--- config.mk ---
export PLATFORM = sky130hd
export DESIGN_NAME = cba_ctrl
export DESIGN_NICKNAME = d
export VERILOG_FILES = /design/src/rtl/cba_pkg.sv /design/src/rtl/cba_ctrl.sv
export SDC_FILE = /design/constraint.sdc
export NUM_CORES = 1
export LEC_CHECK = 0
export ABC_AREA = 0
export BUFFER_PORTS_ARGS = -buffer_cell sky130_fd_sc_hd__buf_2
export CAP_MARGIN = 20
export CORE_AREA = 5 5 42 44
export CTS_CLUSTER_SIZE = 30
export DETAILED_ROUTE_END_ITERATION = 10
export DIE_AREA = 0 0 47 49
export RECOVER_POWER = 50
export SLEW_MARGIN = 30
export SYNTH_ARGS = -nofsm -noshare
export SYNTH_HDL_FRONTEND = slang
export SYNTH_SLANG_ARGS = --single-unit
--- constraint.sdc ---
create_clock -name clk -period 1.5 [get_ports clk]
set_clock_uncertainty 0.05 [all_clocks]
set_input_delay 0.075 -clock clk [delete_from_list [all_inputs] [get_ports clk]]
set_output_delay 0.075 -clock clk [all_outputs]
set_load 0.005 [all_outputs]
--- src/rtl/cba_pkg.sv ---
`timescale 1ns / 1ps
package cba_pkg;

  localparam int MAX_CLUSTERS = 4096;
  localparam int WORD_BITS    = 64;
  localparam int MAP_WORDS    = (MAX_CLUSTERS + WORD_BITS - 1) / WORD_BITS;
  localparam int IDX_W        = $clog2(MAX_CLUSTERS);
  localparam int BIT_W        = $clog2(WORD_BITS);
  localparam int WADDR_W      = $clog2(MAP_WORDS);
  localparam int CN_W         = 13;
  localparam int FIRST_DATA   = 2;

  typedef logic [CN_W-1:0] cn_t;

  typedef enum logic [1:0] {
    OP_ALLOC = 2'd0,
    OP_FREE  = 2'd1,
    OP_CLEAN = 2'd2
  } op_t;

  typedef enum logic [1:0] {
    ST_OK      = 2'd0,
    ST_NOSPACE = 2'd1,
    ST_BADFREE = 2'd2
  } status_t;

  typedef enum logic [2:0] {
    S_IDLE,
    S_DECODE,
    S_SCAN,
    S_FREE_WAIT,
    S_RESP
  } state_t;

  typedef struct packed {
    logic load;
    logic scan_start;
    logic scan_issue;
    logic free_read;
    logic free_write;
    logic alloc_write;
    logic clean;
    logic mark_nospace;
    logic mark_badfree;
    logic out_load;
  } cmd_t;

  typedef struct packed {
    logic is_alloc;
    logic is_free;
    logic is_clean;
    logic count_zero;
    logic free_bad;
    logic found;
    logic exhausted;
    logic out_free;
  } sts_t;

endpackage

--- src/rtl/cba_ctrl.sv ---
`timescale 1ns / 1ps
module cba_ctrl
  import cba_pkg::*;
(
  input  logic clk,
  input  logic rst_n,
  input  logic in_tvalid,
  output logic in_tready,
  input  sts_t sts,
  output cmd_t cmd
);

  state_t state_r;
  state_t state_nxt;

  always_ff @(posedge clk) begin
    if (!rst_n) begin
      state_r <= S_IDLE;
    end else begin
      state_r <= state_nxt;
    end
  end

  always_comb begin
    state_nxt = state_r;
    case (state_r)
      S_IDLE: begin
        if (in_tvalid) state_nxt = S_DECODE;
      end
      S_DECODE: begin
        if (sts.is_alloc) begin
          state_nxt = sts.count_zero ? S_RESP : S_SCAN;
        end else if (sts.is_free) begin
          state_nxt = sts.free_bad ? S_RESP : S_FREE_WAIT;
        end else begin
          state_nxt = S_RESP;
        end
      end
      S_SCAN: begin
        if (sts.found || sts.exhausted) state_nxt = S_RESP;
      end
      S_FREE_WAIT: state_nxt = S_RESP;
      S_RESP: begin
        if (sts.out_free) state_nxt = S_IDLE;
      end
      default: state_nxt = S_IDLE;
    endcase
  end

  always_comb begin
    cmd       = '0;
    in_tready = 1'b0;
    case (state_r)
      S_IDLE: begin
        in_tready = 1'b1;
        cmd.load  = in_tvalid;
      end
      S_DECODE: begin
        if (sts.is_alloc) begin
          cmd.mark_nospace = sts.count_zero;
          cmd.scan_start   = !sts.count_zero;
        end else if (sts.is_free) begin
          cmd.mark_badfree = sts.free_bad;
          cmd.free_read    = !sts.free_bad;
        end else begin
          cmd.clean = sts.is_clean;
        end
      end
      S_SCAN: begin
        cmd.scan_issue   = 1'b1;
        cmd.alloc_write  = sts.found;
        cmd.mark_nospace = sts.exhausted;
      end
      S_FREE_WAIT: cmd.free_write = 1'b1;
      S_RESP:      cmd.out_load   = sts.out_free;
      default: ;
    endcase
  end

endmodule

Yosys cells after proc, flatten, opt, wreduce, memory -nomap -nowiden
Index checks and enable logic that the tools add are counted.
- input bits: 11
- logic and storage cells: 40
- memory bits (writable): 0
- latch bits: 0
- memories: 0
- output and inout bits: 11
- register bits after elaboration: 3
- memory bits (read-only): 0
- $add $sub $neg: 0
- muxes and demuxes: 27
- multipliers: 0
- eq/ne operators: 7
- $lt $le $gt $ge: 0
- reductions and logical operators: 5
- div/mod/pow operators: 0
- shift-type cells: 0
- bitwise operators: 0
- operators with widths (cell ; number):
    $mux W3 ; 7
    $mux W1 ; 18
    $pmux W3 S5 ; 1
    $eq A3 B2 Y1 const B ; 2
    $ne A2 B2 Y1 const B ; 3
    $eq A3 B1 Y1 const B ; 1
    $eq A3 B3 Y1 const B ; 1
    $logic_not A3 Y1 ; 1
    $reduce_and A3 Y1 ; 1
    $logic_not A1 Y1 ; 2
    $pmux W1 S2 ; 1
    $logic_or A1 B1 Y1 ; 1

Longest topological paths before layout
Gate-level depths: netlist (run 1).
- depth after elaboration: 4
- mapped depth: 3
- depth with buffers taken out: 3

Worst setup path before layout (run 1)
No wires, ideal clock.
- kind: reg2reg
- start: reg state_r[1]
- end: reg state_r[0]
- path buffers: 0
- setup time: 86 ps
- slack: 322 ps
- cell stages (with the launch flop): 4
- required time: 1364 ps
- arrival time: 1041 ps
- period minus slack after synthesis: 1178 ps
- cell sequence: dfxtp_1 > nor4b_4 > nand3b_1 > a221oi_2
- word-level cells in the longest chain between the ends: 3
- elaborated cells between the ends (all ways): 10
- classes of those cells: eq/ne (7); mux (1); reduce/logical (2)
- ends and longest elaborated chain (what ; RTL line ; RTL):
    from (decl) ; cba_ctrl.sv:13 ; state_t state_r;
    from (signal assigned) ; cba_ctrl.sv:20 ; state_r <= state_nxt;
    $eq A3 B2 Y1, or another cell as far along ; cba_ctrl.sv:26 ; case (state_r)
    $ne A2 B2 Y1 (no line) ; -- ;
    $reduce_and A3 Y1 (no line) ; -- ;
Parallel ways exist; a longest one is shown, timed or not.
A chain may end at the register's enable or synchronous reset.

==> flow_summary_export.csv, run 1 <==
group,metric,value,unit
finish,num_antenna_cells,0,
drt,drt_wl_total,837,um
synthesis,synth_cell_types,22,
clock_network,clkSinkCount,3,
worst_setup_path,critPathTopFamily,"simple AND/OR/NAND/NOR gates",
worst_setup_path,r2r_slack,0.13,ns
sta,rsz0062_at_grt,"yes",
die,design.core.area,1401,sq um
power,p_sw,85.77,uW
power,ir_drop,0.0004147,V
synthesis,ys_warn_count,0,
clock_network,cts_buffers,3,
synthesis,yosys_register_bits,3,
worst_setup_path,ff2ff_path_depth,4,
worst_setup_path,crit_buf_inv,1,
drt,wire_per_inst,11.01,um
finish,nets,72,
power,clkPwrFrac,46.8,%
clock_network,cts_hold_buf,0,
sta,finalWorstSetupSlack,0.06557,ns
worst_setup_path,cp_data_arrival_time,1.31,ns
sta,max_slew_margin,81.26,%
worst_setup_path,path_max_fanout,8,
worst_setup_path,r2r-start,"state_r[0]",
drt,ant_nets,0,
die,io_pins,22,
sta,tns,0,ns
run_status,status,"finished, final reports clean",
hold_path,hold-path-endpoint,"state_r[2]",
synthesis,syn_avg_cell_area,8.022,sq um
global_routing,grt_pass1_wl,1.366,mm
worst_setup_path,worstPathRequired,1.37,ns
worst_setup_path,crit_slowest_cell,"dfxtp_1",
finish,top_register,"state_r",
finish,synthToLayoutAreaGrowth,57.34,%
clock_network,clock_latency,0.23,ns
sta,hold_violations,0,
worst_setup_path,crit_chain,"nand2b_2 > nor2_1 > and2_1 > buf_2",
hold_path,whs_path_depth,2,
global_routing,overflow,0,
synthesis,syn-cell-area,272.8,sq um
power,pwr-share-comb,22.0,%
drt,vias,336,
worst_setup_path,crit_path_start_kind,"register",
global_routing,grt_max_degree,9,
placed_design,gp_congestion,0.7180,
sta,max_clock_freq,0.6971,GHz
power,power.leakage,0.0002350,uW
placed_design,port_buffers,21,
placed_design,dpl_cell_area,397.9,sq um
finish,layout_common_cells,"buf_2 (18), inv_1 (5), nor2_1 (4), clkbuf_1 (4), clkbuf_4 (3)",
worst_setup_path,endpoint_kind,"output port",
sta,layout_min_cycle_time,1.434,ns
sta,setup_viol,0,
global_routing,grtUsageTotal,8.368,%
power,powerDensity,716.1,nW/um^2
drt,vias_per_cell,4.421,
power,internal-power,221.6,uW
global_routing,grt_antenna_before_repair,0,
sta,tightest_slew,0.2807,ns
die,core.rowCount,14,
die,initial_core_util,19.46,%
worst_setup_path,timing.rr.end,"state_r[0]",
synthesis,syn_inst,34,
clock_network,cts_tree,"built",
drt,first_pass_iters,4,
worst_setup_path,critical_path_class,"reg2out",
clock_network,clk_pin_slew,0.04,ns
clock_network,htree_levels,1,
finish,fill_cells,167,
global_routing,grt_pass1_vias,317,
run,cap_violations,0,
power,swShare,27.91,%
finish,layout_commonest_cell,"buf_2",
sta,period_share,95.63,%
finish,largest_register_ffs,3,
placed_design,dp_hpwl,692.1,um
drt,first_iter_violations,8,
drt,post-route-drc-count,0,
synthesis,synth_nets,45,
die,die_area,2303,sq um
finish,final_cell_area,429.2,sq um
finish,final_layout_size_suffix_gt1_share,45.00,%
clock_network,clockRootBuffer,"clkbuf_4",
finish,top_regs,"state_r x3",
power,p_seq_share,31.2,%
clock_network,cts_max_path_buffers,2,
placed_design,post-place-ws,0.1882,ns
sta,finalMaxSlewViolations,0,
die,dieWidth,47,um
die,die_y,49,um
hold_path,min_from,"rst_n",
worst_setup_path,cpPeakStageDelay,0.38,ns
synthesis,seq_area_frac_synth,22.02,%
hold_path,worstHoldPathType,"in2reg",
-- worst max-delay path by stage --
stage,from,end,slack (ns),cells after the start
floorplan,state_r[1],state_r[0],0.32,3
global placement,state_r[2],state_r[2],0.25,3
detailed placement,state_r[0],state_r[0],0.19,3
CTS,state_r[1],cmd[6],0.01,4
global route,state_r[2],cmd[4],-0.04,4
finish,state_r[2],cmd[4],0.07,4
-- cells in the mapped netlist --
master	count	area share (%)
nor2_1	4	5.5
nand2b_2	1	3.2
o211a_1	1	3.7
nor3_1	1	1.8
a221oi_2	1	5.5
dfxtp_1	3	22
a31oi_1	1	2.3
nor2b_1	1	2.3
and3_1	1	2.3
nand4b_1	1	3.2
nor4_1	1	2.3
inv_1	5	6.9
and3b_1	1	3.2
or4b_1	1	3.7
and4bb_2	1	4.6
a21oi_1	1	1.8
and2_1	1	2.3
nand3_1	2	3.7
nor3b_1	1	2.8
nor4b_4	1	8.7
nand3b_1	2	5.5
nand2_1	2	2.8
-- cell families after synthesis --
logic type,count (synthesis),synth area share (%)
buffers and inverters,5,6.881
AO/OA/AOI/OAI,4,13.30
AND/OR/NAND/NOR,22,57.80
flip-flops,3,22.02
-- what timing repair did --
action,CTS,global route
buffers inserted,0,1
setup endpoints to repair,0,2
resized for setup,0,1
-- worst reg2reg max path, delay by kind of cell, from the launching register on --
family                 cells  cell delay, ns
AOI/OAI and AO/OA          1            0.21
and+or+nand+nor            2            0.42
DFF                        1            0.44
buffers and inverters      1            0.16
-- final cells by class --
class / instances / area [sq um] / area share (%)
clock buffers: 4 / 26.28 / 6.122
multi-input cells: 26 / 193.9 / 45.19
repair buffers: 22 / 108.9 / 25.36
inverters: 5 / 18.77 / 4.373
well taps: 16 / 20.02 / 4.665
flip-flops and latches: 3 / 61.31 / 14.29
-- stage by stage --
step	hold slack, ns	utilization, %	instances	total power, uW
final	0.04200	30.63	76	307.3
after global routing	0.04296	30.63	76	338.5
after CTS	0.03096	30.27	75	318.5
after detailed placement	0.2824	28.39	71	166.0
after global placement	0.2857	28.39	71	165.8
after floorplan	0.1700	-	34	130.4
-- power groups by stage --
stage	registers (uW)	clock network (uW)	logic, uW
floorplan	94.5	0	35.9
global placement	96.7	0	69.1
detailed placement	97.1	0	69.0
CTS	95.8	153	69.2
global route	97.2	165	76.7
finish	95.8	144	67.5
-- routing by layer --
layer  GRT usage, %  wire (um)  share of wire (%)
met2          11.09        386                 46
met5              0          0                  0
met4          2.765          0                  0
met3          5.904        106                 13
met1          10.50        344                 41
Power figures use the tool's default switching activity.
==> inputs of run 2 (changes only) <==
--- a/config.mk
+++ b/config.mk
@@ -13,7 +13,7 @@
 export DETAILED_ROUTE_END_ITERATION = 10
 export DIE_AREA = 0 0 47 49
 export RECOVER_POWER = 50
-export SLEW_MARGIN = 30
+export SLEW_MARGIN = 20
 export SYNTH_ARGS = -nofsm -noshare
 export SYNTH_HDL_FRONTEND = slang
 export SYNTH_SLANG_ARGS = --single-unit
==> constraint.sdc (replaced) <==
create_clock -name clk -period 1.5 [get_ports clk]
set_clock_uncertainty 0.05 [all_clocks]
set_input_delay 0.15 -clock clk [delete_from_list [all_inputs] [get_ports clk]]
set_output_delay 0.15 -clock clk [all_outputs]
set_load 0.005 [all_outputs]
==> flow_summary_export.csv, run 2 (same netlist as run 1, synthesis figures left out) <==
group,metric,value,unit
sta,max_clock_freq,0.7226,GHz
finish,layout_common_cells,"buf_2 (20), inv_1 (5), nor2_1 (3), clkbuf_4 (3), dfxtp_2 (3)",
worst_setup_path,cp_data_arrival_time,1.18,ns
finish,largest_register_ffs,3,
drt,ant_nets,0,
drt,post-route-drc-count,0,
sta,hold_violations,0,
drt,wire_per_inst,10.61,um
global_routing,grt_util_met2,10.86,%
placed_design,port_buffers,21,
sta,rsz0062_at_grt,"no",
die,design.core.area,1401,sq um
die,core.rowCount,14,
sta,finalMaxSlewViolations,0,
worst_setup_path,path_max_fanout,8,
power,pwr-share-comb,22.4,%
finish,fill_cells,161,
power,swShare,27.27,%
sta,layout_min_cycle_time,1.384,ns
worst_setup_path,endpoint_kind,"output port",
finish,layout_commonest_cell,"buf_2",
hold_path,worstHoldPathType,"in2reg",
die,die_y,49,um
placed_design,gp_congestion,0.6565,
die,io_pins,22,
finish,synthToLayoutAreaGrowth,61.01,%
global_routing,globalRouteMet1Util,8.515,%
worst_setup_path,critical_path_class,"reg2out",
clock_network,cts_tree,"built",
global_routing,grt_use_met3,2.952,%
die,initial_core_util,19.46,%
global_routing,grt_pass1_vias,324,
drt,first_iter_violations,6,
run_status,status,"finished, final reports clean",
power,internal-power,222.6,uW
finish,num_antenna_cells,0,
drt,vias,340,
worst_setup_path,r2r_slack,0.20,ns
worst_setup_path,worstPathRequired,1.30,ns
finish,nets,72,
finish,final_util,31.34,%
die,dieWidth,47,um
sta,tns,0,ns
sta,setup_viol,0,
drt,vias_per_cell,4.474,
sta,max_slew_margin,83.96,%
worst_setup_path,r2r-start,"state_r[1]",
finish,seq_area,63.81,sq um
power,p_sw,83.49,uW
power,p_seq_share,31.9,%
run,cap_violations,0,
drt,first_pass_iters,2,
worst_setup_path,setup.worst_path.start,"state_r[1]",
clock_network,clockRootBuffer,"clkbuf_4",
worst_setup_path,crit_path_start_kind,"register",
global_routing,grtUsageTotal,7.309,%
clock_network,htree_levels,1,
power,ir_drop,0.0002634,V
worst_setup_path,ff2ff_path_depth,4,
global_routing,grt_pass1_wl,1.242,mm
clock_network,cts_max_path_buffers,2,
sta,tightest_slew,0.2387,ns
power,power.leakage,0.0002440,uW
clock_network,clkSinkCount,3,
drt,drt_wl_total,806,um
power,powerDensity,697.1,nW/um^2
placed_design,dp_hpwl,670.3,um
clock_network,clock_latency,0.23,ns
finish,multi_input_area,198.9,sq um
sta,period_share,92.26,%
global_routing,grt.busiest_layer,"met2",
finish,final_layout_size_suffix_gt1_share,51.67,%
clock_network,cts_hold_buf,0,
global_routing,overflow,0,
finish,top_register,"state_r",
global_routing,grt_max_degree,9,
power,power,306.1,uW
power,clkPwrFrac,45.6,%
worst_setup_path,critPathCapture,"cmd[3]",
die,die_area,2303,sq um
clock_network,cts_buffers,3,
finish,top_regs,"state_r x3",
global_routing,grt_antenna_before_repair,0,
worst_setup_path,timing.rr.end,"state_r[0]",
clock_network,clk_pin_slew,0.03,ns
-- run 2: cell types whose count changed in the layout (fill, tap and decap cells not counted) --
| cell | before | now |
|---|---|---|
| nand2b_1 | 0 | 1 |
| nand2b_2 | 1 | 0 |
| nor2_1 | 4 | 3 |
| clkbuf_1 | 4 | 2 |
| dfxtp_1 | 2 | 0 |
| buf_2 | 18 | 20 |
| dfxtp_2 | 1 | 3 |
| nor2_4 | 0 | 1 |
-- run 2: worst min path at each step --
stage | start | depth (start not counted) | endpoint | slack [ns]
2_1_floorplan | rst_n | 2 | state_r[0] | 0.25
3_3_place_gp | rst_n | 2 | state_r[2] | 0.35
3_5_place_dp | rst_n | 2 | state_r[2] | 0.36
4_1_cts | rst_n | 2 | state_r[2] | 0.12
5_1_grt | rst_n | 2 | state_r[2] | 0.13
6_report | rst_n | 2 | state_r[2] | 0.13
-- run 2: area by class of cell --
type	instances	area share, %
Multi-Input combinational cell	26	45.30
Tap cell	16	4.558
Inverter	5	4.274
Clock buffer	4	5.983
Timing Repair Buffer	22	25.36
Sequential cell	3	14.53
-- run 2: repair_timing --
item	CTS	global route
setup buffers	1	0
endpoints found under the setup margin	1	5
cloned	0	0
pin swaps	1	0
gates resized for setup	0	5
endpoints found under the hold margin	0	0
-- run 2: worst max-delay path, cell delays in order, from the launching register on --
cell,delay (ns)
dfxtp_2,0.35
nor4b_4,0.31
and3b_1,0.18
buf_2,0.11
-- run 2: layer usage --
| metal | vias up | wire [um] |
|---|---|---|
| li1 | 175 | - |
| met5 | - | 0 |
| met3 | 0 | 65 |
| met1 | 153 | 340 |
| met2 | 12 | 400 |
| met4 | 0 | 0 |
-- run 2: per-stage QoR --
step	cells	hold slack (ns)	cell area, sq um	worst slack (ns)
3_3_place_gp	71	0.3545	397.9	0.1536
6_report	76	0.1319	439.2	0.1161
5_1_grt	76	0.1327	439.2	0.001685
4_1_cts	76	0.1189	431.7	0.01145
2_1_floorplan	34	0.2450	272.8	0.3223
3_5_place_dp	71	0.3627	397.9	0.1901
-- run 2: power by group through the flow --
stage                     clock, uW  sequential, uW  combinational, uW
final                           140            97.8               68.6
after global routing            157            99.3               76.1
after CTS                       148            95.6               70.0
after detailed placement          0            96.8               68.9
after global placement            0            96.5               69.3
after floorplan                   0            94.5               35.9
==> inputs of run 3 (changes only) <==
--- a/config.mk
+++ b/config.mk
@@ -12,6 +12,7 @@
 export CTS_CLUSTER_SIZE = 30
 export DETAILED_ROUTE_END_ITERATION = 10
 export DIE_AREA = 0 0 47 49
+export PLACE_DENSITY_LB_ADDON = 0.05
 export RECOVER_POWER = 50
 export SLEW_MARGIN = 20
 export SYNTH_ARGS = -nofsm -noshare
==> flow_summary_export.csv, run 3 (same netlist as run 1, synthesis figures left out) <==
group,metric,value,unit
placed_design,post-place-ws,0.1341,ns
die,die_area,2303,sq um
drt,post-route-drc-count,0,
power,powerDensity,700.8,nW/um^2
worst_setup_path,path_max_fanout,8,
power,ir_drop,0.0004145,V
sta,layout_min_cycle_time,1.386,ns
finish,layout_common_cells,"buf_2 (21), inv_1 (5), nor2_1 (3), clkbuf_4 (3), dfxtp_2 (3)",
finish,largest_register_ffs,3,
die,design.core.area,1401,sq um
finish,final_util,31.25,%
drt,ant_nets,0,
drt,vias_per_cell,4.421,
clock_network,htree_levels,1,
die,initial_core_util,19.46,%
clock_network,clock_latency,0.23,ns
hold_path,worstHoldPathType,"in2reg",
sta,max_slew_margin,81.71,%
worst_setup_path,cp_data_arrival_time,1.19,ns
sta,worst_hold_slack,0.1286,ns
worst_setup_path,crit_path_start_kind,"register",
drt,drt_wl_total,880,um
sta,hold_violations,0,
worst_setup_path,critical_path_class,"reg2out",
clock_network,clk_pin_slew,0.04,ns
die,io_pins,22,
clock_network,cts_buffers,3,
global_routing,grt_antenna_before_repair,0,
global_routing,grtUsageTotal,9.500,%
global_routing,grt_max_degree,9,
placed_design,port_buffers,21,
finish,final_layout_size_suffix_gt1_share,55.00,%
clock_network,clockRootBuffer,"clkbuf_4",
finish,top_register,"state_r",
finish,top_regs,"state_r x3",
finish,num_antenna_cells,0,
finish,layout_commonest_cell,"buf_2",
global_routing,overflow,0,
drt,first_iter_violations,4,
worst_setup_path,endpoint_kind,"output port",
finish,synthToLayoutAreaGrowth,60.55,%
clock_network,clkSinkCount,3,
clock_network,cts_max_path_buffers,2,
global_routing,grt_pass1_wl,1.587,mm
drt,vias,336,
drt,first_pass_iters,3,
die,core.rowCount,14,
sta,max_clock_freq,0.7213,GHz
die,dieWidth,47,um
sta,period_share,92.42,%
sta,setup_viol,0,
sta,finalWorstSetupSlack,0.1136,ns
placed_design,dp_hpwl,737.1,um
sta,tightest_slew,0.2719,ns
drt,wire_per_inst,11.58,um
power,power.leakage,0.0002460,uW
sta,finalMaxSlewViolations,0,
sta,tns,0,ns
clock_network,cts_tree,"built",
run,cap_violations,0,
worst_setup_path,worstPathRequired,1.30,ns
run_status,status,"finished, final reports clean",
finish,nets,72,
die,die_y,49,um
global_routing,grt_pass1_vias,381,
placed_design,gp_congestion,0.7186,
run 3: cell count changes in the layout (fill, tap and decap cells not counted):
cell and delta:
buf_2 +1, clkbuf_1 -1, nand2b_1 -1, nand2b_2 +1, nor2_2 +1, nor2_4 -1
run 3: layout make-up:
| type | instances | area, sq um |
|---|---|---|
| Inverter | 5 | 18.77 |
| Clock buffer | 4 | 26.28 |
| Sequential cell | 3 | 63.81 |
| Tap cell | 16 | 20.02 |
| Fill cell | 176 | 963.4 |
| Multi-Input combinational cell | 26 | 196.4 |
| Timing Repair Buffer | 22 | 112.6 |
run 3: final timing paths:
path,cells after the start,end,start,slack [ns]
setup reg to reg,4,state_r[0],state_r[0],0.16
setup / recovery,4,cmd[6],state_r[0],0.11
hold reg to reg,2,state_r[1],state_r[0],0.54
hold / removal,2,state_r[2],rst_n,0.13
run 3: stage by stage:
stage                     instances  instance area (sq um)  power (uW)
after floorplan                  34                  272.8       130.4
after global placement           71                  397.9       170.0
after detailed placement         71                  397.9       167.4
after CTS                        76                  435.4       313.1
after global routing             76                  437.9       336.9
final                            76                  437.9       306.9
run 3: worst max-delay path: stages, from the launching register on:
cell      delay [ns]
dfxtp_2         0.40
nor4b_4         0.26
nand3b_1        0.13
inv_1           0.07
buf_2           0.10
run 3: power by group:
group          internal [uW]  switching [uW]
logic                   37.9            32.0
clock network           99.6            39.9
registers               86.4            11.1
run 3: repair_timing:
item / in CTS / in global routing
setup endpoints to repair: 2 / 5
pin swaps: 1 / 1
hold buffers: 0 / 0
gates resized for setup: 2 / 2
setup buffers: 1 / 0
run 3: metal layers:
metal,up-vias,share of wire [%],track usage [%]
met4,0,0,2.765
met2,13,45,12.90
met3,0,7.0,6.273
met5,-,0,0
li1,175,-,-
met1,148,48,12.06
